[src/design/ccc_pkg.sv]
// Shared constants, types and the sequencer state type for the circular cross-correlation block.
package ccc_pkg;

   // Register file
   localparam int CSR_ADDR_BITS = 3;
   localparam int CSR_DATA_BITS = 32;
   localparam int VL_BITS = 7;
   localparam logic [VL_BITS-1:0] VL_RESET = 7'd40;
   localparam logic [0:0] REG_VECTOR_LENGTH = 1'b0;
   localparam int MIN_LENGTH = 2;

   // Result fields
   localparam int LAG_BITS = 6;
   localparam int CORR_BITS = 38;

   // Defaults for the top-level parameters
   localparam int DEF_MAX_LENGTH = 64;
   localparam int DEF_SAMPLE_BITS = 16;

   // Final count of the drain counter, which counts up from zero to this value while the
   // multiply-accumulate pipeline empties after the last term.
   localparam logic [1:0] DRAIN_END = 2'd2;

   typedef enum logic [1:0] {
      ST_LOAD,
      ST_RUN,
      ST_DRAIN
   } seq_state_type;

   // Control that travels with each product term through the datapath.
   typedef struct packed {
      logic                vld;
      logic                first;
      logic                last;
      logic [LAG_BITS-1:0] lag;
      logic                last_lag;
   } term_tag_type;

endpackage

[src/design/ccc_sample_ram.sv]
// Single-port-write, single-port-read sample memory with a registered read.
module ccc_sample_ram #(
   parameter int DEPTH = 64,
   parameter int WIDTH = 16
) (
   input  logic                     clock,
   input  logic                     wr_en,
   input  logic [$clog2(DEPTH)-1:0] wr_addr,
   input  logic [WIDTH-1:0]         wr_data,
   input  logic [$clog2(DEPTH)-1:0] rd_addr,
   output logic [WIDTH-1:0]         rd_data
);

   logic [WIDTH-1:0] mem [DEPTH];
   logic [WIDTH-1:0] rd_data_ff;

   always_ff @(posedge clock) begin
      if (wr_en) begin
         mem[wr_addr] <= wr_data;
      end
      rd_data_ff <= mem[rd_addr];
   end

   assign rd_data = rd_data_ff;

endmodule

[src/design/ccc_csr.sv]
// APB-style register file holding the vector length and its saturated effective value.
module ccc_csr
   import ccc_pkg::*;
#(
   parameter int MAX_LENGTH = DEF_MAX_LENGTH
) (
   input  logic                          clock,
   input  logic                          reset,
   input  logic                          psel,
   input  logic                          penable,
   input  logic                          pwrite,
   input  logic [CSR_ADDR_BITS-1:0]      paddr,
   input  logic [CSR_DATA_BITS-1:0]      pwdata,
   output logic [CSR_DATA_BITS-1:0]      prdata,
   output logic                          pready,
   output logic [$clog2(MAX_LENGTH+1)-1:0] len
);

   localparam int CNT_BITS = $clog2(MAX_LENGTH + 1);
   localparam int CMP_BITS = (CNT_BITS > VL_BITS) ? CNT_BITS : VL_BITS;

   logic [VL_BITS-1:0]  vl_ff;
   logic [VL_BITS-1:0]  vl_in;
   logic                sel_vl;
   logic [CMP_BITS-1:0] vl_wide;

   assign sel_vl = (paddr[CSR_ADDR_BITS-1:2] == REG_VECTOR_LENGTH);
   assign pready = 1'b1;

   always_comb begin
      vl_in = vl_ff;
      if (psel && penable && pwrite && sel_vl) begin
         vl_in = pwdata[VL_BITS-1:0];
      end
   end

   always_ff @(posedge clock) begin
      if (reset) begin
         vl_ff <= VL_RESET;
      end else begin
         vl_ff <= vl_in;
      end
   end

   always_comb begin
      prdata = '0;
      if (sel_vl) begin
         prdata = CSR_DATA_BITS'(vl_ff);
      end
   end

   // The length actually used is clamped to the legal range.
   assign vl_wide = CMP_BITS'(vl_ff);

   always_comb begin
      priority if (vl_wide < CMP_BITS'(MIN_LENGTH)) begin
         len = CNT_BITS'(MIN_LENGTH);
      end else if (vl_wide > CMP_BITS'(MAX_LENGTH)) begin
         len = CNT_BITS'(MAX_LENGTH);
      end else begin
         len = vl_wide[CNT_BITS-1:0];
      end
   end

endmodule

[src/design/ccc_mac.sv]
// Multiply-accumulate pipeline that turns memory read pairs into one correlation per lag.
module ccc_mac
   import ccc_pkg::*;
#(
   parameter int SAMPLE_BITS = DEF_SAMPLE_BITS
) (
   input  logic                   clock,
   input  logic                   reset,
   input  term_tag_type           tag_in,
   input  logic [SAMPLE_BITS-1:0] a_data,
   input  logic [SAMPLE_BITS-1:0] b_data,
   output logic                   rsp_valid,
   output logic [LAG_BITS-1:0]    rsp_lag,
   output logic [CORR_BITS-1:0]   rsp_correlation,
   output logic                   rsp_last_lag
);

   localparam int PROD_BITS = 2 * SAMPLE_BITS;
   localparam int EXT_BITS = (PROD_BITS > CORR_BITS) ? PROD_BITS : CORR_BITS;

   term_tag_type                tag1_ff;
   term_tag_type                tag2_ff;
   logic signed [PROD_BITS-1:0] prod_ff;
   logic signed [EXT_BITS-1:0]  prod_ext;
   logic [CORR_BITS-1:0]        term;
   logic [CORR_BITS-1:0]        acc_ff;
   logic [CORR_BITS-1:0]        acc_in;
   logic                        rsp_valid_ff;
   logic [LAG_BITS-1:0]         lag_ff;
   logic [CORR_BITS-1:0]        corr_ff;
   logic                        last_lag_ff;

   // The tag passes through tag1_ff and tag2_ff to line up with the registered memory data and product.
   always_ff @(posedge clock) begin
      if (reset) begin
         tag1_ff.vld <= 1'b0;
         tag2_ff.vld <= 1'b0;
         rsp_valid_ff <= 1'b0;
      end else begin
         tag1_ff.vld <= tag_in.vld;
         tag2_ff.vld <= tag1_ff.vld;
         rsp_valid_ff <= tag2_ff.vld && tag2_ff.last;
      end
      tag1_ff.first    <= tag_in.first;
      tag1_ff.last     <= tag_in.last;
      tag1_ff.lag      <= tag_in.lag;
      tag1_ff.last_lag <= tag_in.last_lag;
      tag2_ff.first    <= tag1_ff.first;
      tag2_ff.last     <= tag1_ff.last;
      tag2_ff.lag      <= tag1_ff.lag;
      tag2_ff.last_lag <= tag1_ff.last_lag;
      prod_ff <= $signed(a_data) * $signed(b_data);
   end

   // Sums wrap modulo the result width, which matches exact arithmetic at default sizes.
   assign prod_ext = EXT_BITS'(prod_ff);
   assign term = prod_ext[CORR_BITS-1:0];
   assign acc_in = tag2_ff.first ? term : acc_ff + term;

   always_ff @(posedge clock) begin
      if (tag2_ff.vld) begin
         acc_ff <= acc_in;
      end
      if (tag2_ff.vld && tag2_ff.last) begin
         corr_ff     <= acc_in;
         lag_ff      <= tag2_ff.lag;
         last_lag_ff <= tag2_ff.last_lag;
      end
   end

   // The last-lag mark is shown only together with its result.
   assign rsp_valid       = rsp_valid_ff;
   assign rsp_lag         = lag_ff;
   assign rsp_correlation = corr_ff;
   assign rsp_last_lag    = last_lag_ff && rsp_valid_ff;

endmodule

[src/design/ccc_seq.sv]
// Sequencer: loads samples into memory and walks every (lag, position) pair.
module ccc_seq
   import ccc_pkg::*;
#(
   parameter int MAX_LENGTH = DEF_MAX_LENGTH
) (
   input  logic                            clock,
   input  logic                            reset,
   input  logic                            start,
   input  logic [$clog2(MAX_LENGTH+1)-1:0] len,
   output logic                            busy,
   output logic                            wr_en,
   output logic [$clog2(MAX_LENGTH)-1:0]   wr_addr,
   output logic [$clog2(MAX_LENGTH)-1:0]   rd_addr_a,
   output logic [$clog2(MAX_LENGTH)-1:0]   rd_addr_b,
   output term_tag_type                    tag
);

   localparam int IDX_BITS = $clog2(MAX_LENGTH);
   localparam int CNT_BITS = $clog2(MAX_LENGTH + 1);

   seq_state_type        state_ff;
   seq_state_type        state_in;
   logic [IDX_BITS-1:0]  load_count_ff;
   logic [IDX_BITS-1:0]  load_count_in;
   logic [IDX_BITS-1:0]  i_ff;
   logic [IDX_BITS-1:0]  i_in;
   logic [IDX_BITS-1:0]  l_ff;
   logic [IDX_BITS-1:0]  l_in;
   logic [IDX_BITS-1:0]  k_ff;
   logic [IDX_BITS-1:0]  k_in;
   logic [1:0]           drain_ff;
   logic [1:0]           drain_in;
   logic [CNT_BITS-1:0]  len_m1;
   logic [CNT_BITS-1:0]  count_next;
   logic [CNT_BITS-1:0]  k_restart;
   logic                 l_last;
   logic                 i_last;
   logic                 k_wrap;

   assign len_m1     = len - CNT_BITS'(1);
   assign count_next = CNT_BITS'(load_count_ff) + CNT_BITS'(1);
   assign l_last     = (CNT_BITS'(l_ff) == len_m1);
   assign i_last     = (CNT_BITS'(i_ff) == len_m1);
   assign k_wrap     = (CNT_BITS'(k_ff) == len_m1);
   // Start of lag i+1 reads B at (L - (i+1)), which is never zero here.
   assign k_restart  = len_m1 - CNT_BITS'(i_ff);

   always_comb begin
      state_in      = state_ff;
      load_count_in = load_count_ff;
      i_in          = i_ff;
      l_in          = l_ff;
      k_in          = k_ff;
      drain_in      = drain_ff;
      busy          = 1'b1;
      wr_en         = 1'b0;
      tag.vld       = 1'b0;
      tag.first     = (l_ff == '0);
      tag.last      = l_last;
      tag.lag       = LAG_BITS'(i_ff);
      tag.last_lag  = i_last;
      unique case (state_ff)
         ST_LOAD: begin
            busy = 1'b0;
            if (start) begin
               wr_en = 1'b1;
               if (count_next >= len) begin
                  load_count_in = '0;
                  i_in          = '0;
                  l_in          = '0;
                  k_in          = '0;
                  state_in      = ST_RUN;
               end else begin
                  load_count_in = count_next[IDX_BITS-1:0];
               end
            end
         end
         ST_RUN: begin
            tag.vld = 1'b1;
            if (l_last) begin
               l_in = '0;
               if (i_last) begin
                  drain_in = '0;
                  state_in = ST_DRAIN;
               end else begin
                  i_in = i_ff + IDX_BITS'(1);
                  k_in = k_restart[IDX_BITS-1:0];
               end
            end else begin
               l_in = l_ff + IDX_BITS'(1);
               k_in = k_wrap ? '0 : k_ff + IDX_BITS'(1);
            end
         end
         ST_DRAIN: begin
            if (drain_ff == DRAIN_END) begin
               state_in = ST_LOAD;
            end else begin
               drain_in = drain_ff + 2'd1;
            end
         end
         default: begin
            state_in = ST_LOAD;
         end
      endcase
   end

   always_ff @(posedge clock) begin
      if (reset) begin
         state_ff      <= ST_LOAD;
         load_count_ff <= '0;
      end else begin
         state_ff      <= state_in;
         load_count_ff <= load_count_in;
      end
      i_ff     <= i_in;
      l_ff     <= l_in;
      k_ff     <= k_in;
      drain_ff <= drain_in;
   end

   assign wr_addr   = load_count_ff;
   assign rd_addr_a = l_ff;
   assign rd_addr_b = k_ff;

   a_run_index_range: assert property (@(posedge clock) disable iff (reset)
      (state_ff == ST_RUN) |-> (CNT_BITS'(l_ff) < len) && (CNT_BITS'(k_ff) < len)
                               && (CNT_BITS'(i_ff) < len))
      else $error("correlation index outside the vector length");

endmodule

[src/design/circular_cross_correlation.sv]
// Top level of the circular cross-correlation engine.
//
// Usage: each input transaction (start high while busy is low) carries one
// sample of vector A and the sample of vector B at the same position. The
// samples are written straight into two sample memories. When the number of
// loaded transactions reaches the effective vector length L (the
// vector_length register clamped to 2 .. MAX_LENGTH), busy rises and the
// block computes r[i] = sum over l of A[l] * B[(l + L - i) mod L] for every
// lag i, in ascending order. Each result is shown for exactly one cycle with
// rsp_valid high; rsp_last_lag marks lag L-1. The receiver cannot stall, so
// results are simply presented and taken.
// Timing: one shared multiplier does one product per cycle, fed by a read of
// both memories for each (lag, position) term; after the last term the
// pipeline drains, and busy falls in the cycle after the last result. New
// samples are accepted only while busy is low, so a new vector pair is loaded
// only after every lag of the previous one has been delivered.
// Reset clears the load count, the pipeline valid bits and restores
// vector_length to 40. Memory contents are not cleared. The register must be
// written only while the block is idle.
module circular_cross_correlation
   import ccc_pkg::*;
#(
   parameter int MAX_LENGTH  = DEF_MAX_LENGTH,
   parameter int SAMPLE_BITS = DEF_SAMPLE_BITS
) (
   input  logic                     clock,
   input  logic                     reset,
   // Input channel
   input  logic                     start,
   output logic                     busy,
   input  logic [SAMPLE_BITS-1:0]   req_sample_a,
   input  logic [SAMPLE_BITS-1:0]   req_sample_b,
   // Result channel
   output logic                     rsp_valid,
   output logic [LAG_BITS-1:0]      rsp_lag,
   output logic [CORR_BITS-1:0]     rsp_correlation,
   output logic                     rsp_last_lag,
   // Configuration port
   input  logic                     psel,
   input  logic                     penable,
   input  logic                     pwrite,
   input  logic [CSR_ADDR_BITS-1:0] paddr,
   input  logic [CSR_DATA_BITS-1:0] pwdata,
   output logic [CSR_DATA_BITS-1:0] prdata,
   output logic                     pready
);

   localparam int IDX_BITS = $clog2(MAX_LENGTH);
   localparam int CNT_BITS = $clog2(MAX_LENGTH + 1);

   logic [CNT_BITS-1:0]    len;
   logic                   wr_en;
   logic [IDX_BITS-1:0]    wr_addr;
   logic [IDX_BITS-1:0]    rd_addr_a;
   logic [IDX_BITS-1:0]    rd_addr_b;
   logic [SAMPLE_BITS-1:0] a_data;
   logic [SAMPLE_BITS-1:0] b_data;
   term_tag_type           tag;

   ccc_csr #(
      .MAX_LENGTH(MAX_LENGTH)
   ) u_csr (
      .clock  (clock),
      .reset  (reset),
      .psel   (psel),
      .penable(penable),
      .pwrite (pwrite),
      .paddr  (paddr),
      .pwdata (pwdata),
      .prdata (prdata),
      .pready (pready),
      .len    (len)
   );

   // The sequencer owns the load count and the lag/position counters.
   ccc_seq #(
      .MAX_LENGTH(MAX_LENGTH)
   ) u_seq (
      .clock    (clock),
      .reset    (reset),
      .start    (start),
      .len      (len),
      .busy     (busy),
      .wr_en    (wr_en),
      .wr_addr  (wr_addr),
      .rd_addr_a(rd_addr_a),
      .rd_addr_b(rd_addr_b),
      .tag      (tag)
   );

   // Both memories are written at the load position; A is read at position l
   // and B at the rotated position in the same cycle.
   ccc_sample_ram #(
      .DEPTH(MAX_LENGTH),
      .WIDTH(SAMPLE_BITS)
   ) u_store_a (
      .clock  (clock),
      .wr_en  (wr_en),
      .wr_addr(wr_addr),
      .wr_data(req_sample_a),
      .rd_addr(rd_addr_a),
      .rd_data(a_data)
   );

   ccc_sample_ram #(
      .DEPTH(MAX_LENGTH),
      .WIDTH(SAMPLE_BITS)
   ) u_store_b (
      .clock  (clock),
      .wr_en  (wr_en),
      .wr_addr(wr_addr),
      .wr_data(req_sample_b),
      .rd_addr(rd_addr_b),
      .rd_data(b_data)
   );

   ccc_mac #(
      .SAMPLE_BITS(SAMPLE_BITS)
   ) u_mac (
      .clock          (clock),
      .reset          (reset),
      .tag_in         (tag),
      .a_data         (a_data),
      .b_data         (b_data),
      .rsp_valid      (rsp_valid),
      .rsp_lag        (rsp_lag),
      .rsp_correlation(rsp_correlation),
      .rsp_last_lag   (rsp_last_lag)
   );

   // Results appear only while a pair is being processed.
   a_result_while_busy: assert property (@(posedge clock) disable iff (reset)
      rsp_valid |-> busy)
      else $error("result transaction outside a busy period");

   a_last_is_valid: assert property (@(posedge clock) disable iff (reset)
      rsp_last_lag |-> rsp_valid)
      else $error("last-lag mark without a result");

   // The block returns to loading only right after the final lag.
   a_idle_after_last: assert property (@(posedge clock) disable iff (reset)
      $fell(busy) |-> $past(rsp_valid && rsp_last_lag))
      else $error("busy dropped before the final lag was delivered");

endmodule
[config.mk]
export PLATFORM = sky130hd
export DESIGN_NAME = circular_cross_correlation
export DESIGN_NICKNAME = d
export VERILOG_FILES = /design/src/design/ccc_pkg.sv /design/src/design/ccc_sample_ram.sv /design/src/design/ccc_csr.sv /design/src/design/ccc_mac.sv /design/src/design/ccc_seq.sv /design/src/design/circular_cross_correlation.sv
export SDC_FILE = /design/constraint.sdc
export NUM_CORES = 2
export LEC_CHECK = 0
export BUFFER_PORTS_ARGS = -buffer_cell sky130_fd_sc_hd__buf_2
export CAP_MARGIN = 20
export CORE_UTILIZATION = 70
export CTS_BUF_LIST = sky130_fd_sc_hd__clkbuf_8
export DETAILED_ROUTE_END_ITERATION = 16
export GPL_TIMING_DRIVEN = 0
export PLACE_DENSITY = 0.94
export SYNTH_ARGS = -nofsm -noshare
export SYNTH_HDL_FRONTEND = slang
export SYNTH_SLANG_ARGS = --single-unit
[constraint.sdc]
create_clock -name clock -period 9.4 [get_ports clock]
set_clock_uncertainty 0.2 [all_clocks]
set_input_delay 0.94 -clock clock [delete_from_list [all_inputs] [get_ports clock]]
set_output_delay 0.94 -clock clock [all_outputs]
set_load 0.01 [all_outputs]
==> qor.txt, run 1 <==
Status -> did not finish
Exit stage -> global routing (5_1_grt)
Error msg -> [ERROR GRT-0232] Routing congestion too high. Check the congestion heatmap in the GUI.
IO Pins -> 153
GPL Wtd Cong -> 0.9433
Post-synthesis cell count -> 4907
Post-Syn Area per Cell -> 19.68 sq um
Cts repair resizes -> 0
Hpwl dp -> 202100 um
Main synth FF type -> edfxtp_1
Root buffer cell -> clkbuf_8
Number of buffers created by CTS -> 352
Die width -> 373.5 um
Asr flop ratio synth -> 0
Placed Cells -> 6880
H-tree Lvls -> 5
Total global-route track usage -> 0.6429
Congestion Overflow GR -> 25
Number of enable flip-flop cells after synthesis -> 2151
Die height -> 373.5 um
Post-synthesis sequential area ratio -> 0.6895
Netlist Area Pre-Place -> 0.09658 sq mm
Post-synth cell types -> 67
Row count -> 135
# clock sinks -> 2251
Synthesis Warnings -> 0
Largest net degree at the start of global routing -> 65
IO Port Bufs -> 98
Initial core utilization -> 0.7094
Yosys reg bits -> 2251
Bufs on Longest Clock Path -> 4
[repair_timing]
item,CTS
hold buffers,4
endpoints found under the hold margin,4
setup buffers,0
[stage by stage]
step                        util  area (sq um)  setup slack [ps]
after floorplan                -         96670              3153
after global placement    0.7301         99390              1965
after detailed placement  0.7438        101300              1847
after CTS                 0.7902        107600              1711
[logic make-up after synthesis]
family / count (synthesis) / share of synthesized area
muxes: 677 / 0.1559
AOI/OAI and AO/OA: 269 / 0.01790
xor gates and xnor gates: 90 / 0.008162
DFF: 2251 / 0.6895
and+or+nand+nor: 640 / 0.03151
adders and majority gates: 403 / 0.07273
other: 2 / 0.00007776
buffers and inverters: 575 / 0.02417
[synthesized netlist by cell type, types with 9 or more instances]
cell type	n	area, sq um
dfxtp_1	100	2002
nor2_1	159	596.8
mux2i_1	13	130.1
buf_1	18	67.56
inv_1	328	1231
a21o_1	33	247.7
edfxtp_1	2151	64590
a211oi_1	20	150.1
nand2_1	219	822.0
a21oi_1	69	345.3
fa_1	264	5285
nor3_1	16	80.08
nor2b_1	19	118.9
o21a_1	11	82.58
and2_1	126	788.3
clkbuf_1	143	536.8
xor2_1	31	271.5
mux4_2	662	14910
o21ai_0	63	315.3
ha_1	139	1739
a31oi_1	9	56.30
xnor2_1	59	516.8
nand2b_1	23	143.9
buf_4	28	210.2
nand3_1	30	150.1
buf_2	56	280.3
o31ai_1	11	82.58
[per-layer routing]
metal | track usage | overflow
met5 | 0.2861 | 0
met3 | 0.4891 | 2
met1 | 0.6560 | 5
met4 | 0.6049 | 8
met2 | 0.8005 | 10
==> inputs of run 2 (changes only) <==
--- a/config.mk
+++ b/config.mk
@@ -7,11 +7,10 @@
 export LEC_CHECK = 0
 export BUFFER_PORTS_ARGS = -buffer_cell sky130_fd_sc_hd__buf_2
 export CAP_MARGIN = 20
-export CORE_UTILIZATION = 70
-export CTS_BUF_LIST = sky130_fd_sc_hd__clkbuf_8
+export CORE_UTILIZATION = 40
 export DETAILED_ROUTE_END_ITERATION = 16
 export GPL_TIMING_DRIVEN = 0
-export PLACE_DENSITY = 0.94
+export PLACE_DENSITY_LB_ADDON = 0.15
 export SYNTH_ARGS = -nofsm -noshare
 export SYNTH_HDL_FRONTEND = slang
 export SYNTH_SLANG_ARGS = --single-unit
==> run 2 against run 1 <==
Net effect:
- the run now ends clean
- synthesized cell count did not move
- synthesized area did not move
==> qor.txt, run 2 <==
Hold-fix buffers, CTS -> 0
Worst Setup Start Kind -> flip-flop
Final Cycle Share -> 0.8128
Asr flop ratio synth -> 0
Status -> complete, no violations
Setup TNS -> 0 ps
# setup viols final -> 0
Vias in the first global route -> 50430
Full die area -> 0.2434 sq mm
Die height -> 493.4 um
Worst path arrival time -> 8150 ps
Layout cells sized above 1 -> 0.2465
1st-iter DRT viols -> 4816
Most common cell after layout, fill and taps aside -> edfxtp_1
Worst EP required -> 9900 ps
Fin. max-slew vios -> 0
Largest regs -> u_store_a.mem: 1024 flops, u_store_b.mem: 1024 flops
Max cap viols -> 0
Filler cell count -> 20160
WS Path Type -> flip-flop to flip-flop
Register clock-pin slew on the reported worst setup and hold paths -> 60 ps
Cell area after layout -> 0.1116 sq mm
Slew HR -> 0.2434
Final Non-Filler Cells -> 8777
Crit path max fanout -> 10
Placed cell area -> 0.1037 sq mm
Count leader, synth -> edfxtp_1
Sequential Area -> 0.06660 sq mm
Number of buffers created by CTS -> 230
IO Pins -> 153
Final Hold Viols -> 0
Synthesis Warnings -> 0
Drc violations -> 0
Congestion Overflow GR -> 0
First-pass GRT wire length -> 381900 um
Vias per cell -> 5.518
CTS tree -> yes
Row count -> 180
Post-synthesis sequential area ratio -> 0.6895
Hpwl dp -> 184200 um
Largest net degree at the start of global routing -> 65
Synth area leaders -> edfxtp_1 67%, mux4_2 15%, fa_1 5.5%
Via count -> 48430
Bufs on Longest Clock Path -> 3
Cts repair resizes -> 0
Worst slew pin tran -> 1135 ps
Yosys reg bits -> 2251
ANT nets after route -> 0
Biggest area consumer among synthesized cells -> edfxtp_1
Total global-route track usage -> 0.2234
Worst min path class -> input pin to flip-flop
Max Clock Freq -> 130.9 MHz
Initial core utilization -> 0.4019
IO Port Bufs -> 98
Multi-input combinational cell area -> 0.02823 sq mm
Critical Path End Type -> flip-flop
Placed Cells -> 8318
Die width -> 493.4 um
Core ar. -> 0.2403 sq mm
Top-area cell type share of the netlist area -> 0.6688
Initial antenna violation count -> 23
Main synth FF type -> edfxtp_1
Post-synth top cells -> 2151 x edfxtp_1, 662 x mux4_2, 328 x inv_1
First-pass iteration count of the detailed router -> 5
Commonest cells after routing, fill and taps aside -> 2151 x edfxtp_1, 662 x mux4_2, 328 x inv_1
Leak -> 36.75 nW
RSZ-0062 raised after global routing -> false
Average wire per standard cell -> 30.62 um
Peak VDD IR -> 0.1849 mV
PD cells -> 212.6 mW/mm^2
Number of enable flip-flop cells after synthesis -> 2151
Root buffer cell -> clkbuf_16
Overall routed net length -> 268800 um
GPL Wtd Cong -> 0.8591
Area Overhead vs Synth -> 15.54%
Post-synthesis cell count -> 4907
Post-synth cell types -> 67
Setup bufs post-CTS -> 0
# clock sinks -> 2251
Netlist Area Pre-Place -> 0.09658 sq mm
Post-Syn Area per Cell -> 19.68 sq um
H-tree Lvls -> 4
Nets -> 5862
Fin crit period -> 7641 ps
Latest clock arrival within the worst-skew pair -> 870 ps
==> run 2: cell counts after synthesis <==
Identical to the previous run, type by type.
==> run 2: cell type report <==
cell class	count	area share
Sequential cell	2251	0.5968
Buffer	246	0.009867
Inverter	329	0.01107
Antenna cell	10	0.0002242
Timing Repair Buffer	223	0.02654
Tap cell	3185	0.03571
Clock buffer	289	0.05514
Multi-Input combinational cell	2105	0.2529
Clock inverter	139	0.01175
==> run 2: path summary, 6_finish.rpt <==
check	startpoint	to	slack [ps]	cells after the start
max	u_store_b.rd_data[8]	u_mac.prod_ff[31]	1760	23
min	pwdata[0]	u_csr.vl_ff[0]	100	3
max reg2reg	u_store_b.rd_data[8]	u_mac.prod_ff[31]	1760	23
min reg2reg	u_mac.tag1_ff[3]	u_mac.tag2_ff[3]	130	0
==> run 2: per-stage QoR <==
stage                     total power [mW]  hold slack [ps]  setup WS [ps]  utilization
after floorplan                      13.98            109.6           3153            -
after global placement               14.91            115.8           1828       0.4209
after detailed placement             14.94            113.2           1945       0.4315
after CTS                            23.90            32.15           1889       0.4626
after global routing                 24.77            69.30           1409       0.4643
final                                23.72            101.5           1759       0.4644
==> run 2: power breakdown <==
group | switching, mW | internal [mW]
Sequential | 0.0758 | 11.2
Clock | 3.92 | 5.08
Combinational | 2.03 | 1.44
==> run 2: per-layer routing <==
layer  GRT usage  vias to the layer above  routed length [um]
li1            -                    20240                   -
met1      0.3046                    26420              113000
met5           0                        -                  72
met4     0.05844                       12                7130
met2      0.3754                     1437              133900
met3     0.03332                      330               14670
==> run 2: worst max-delay path, cell delays in order, from the launching register on <==
cell and delay [ps]:
dfxtp_1 680, clkbuf_1 610, nand2_1 160, fa_1 540, inv_1 50, fa_1 490, inv_1 50, fa_1 550
inv_1 60, fa_1 410, fa_1 510, inv_1 40, fa_1 470, inv_1 40, ha_1 340, o21a_1 220
o211ai_1 250, o21ba_2 200, a31oi_1 440, nand2_1 270, a211oi_1 470, o41ai_1 160, a21oi_1 200, xnor2_1 130
==> run 2: cell families after synthesis <==
kind of cell             synth area share
multiplexers                       0.1559
other                          0.00007776
XOR/XNOR                         0.008162
AND/OR/NAND/NOR                   0.03151
buffers and inverters             0.02417
AO/OA/AOI/OAI                     0.01790
adder cells (fa/ha/maj)           0.07273
flip-flops                         0.6895
(Power assumes the default switching activity.)
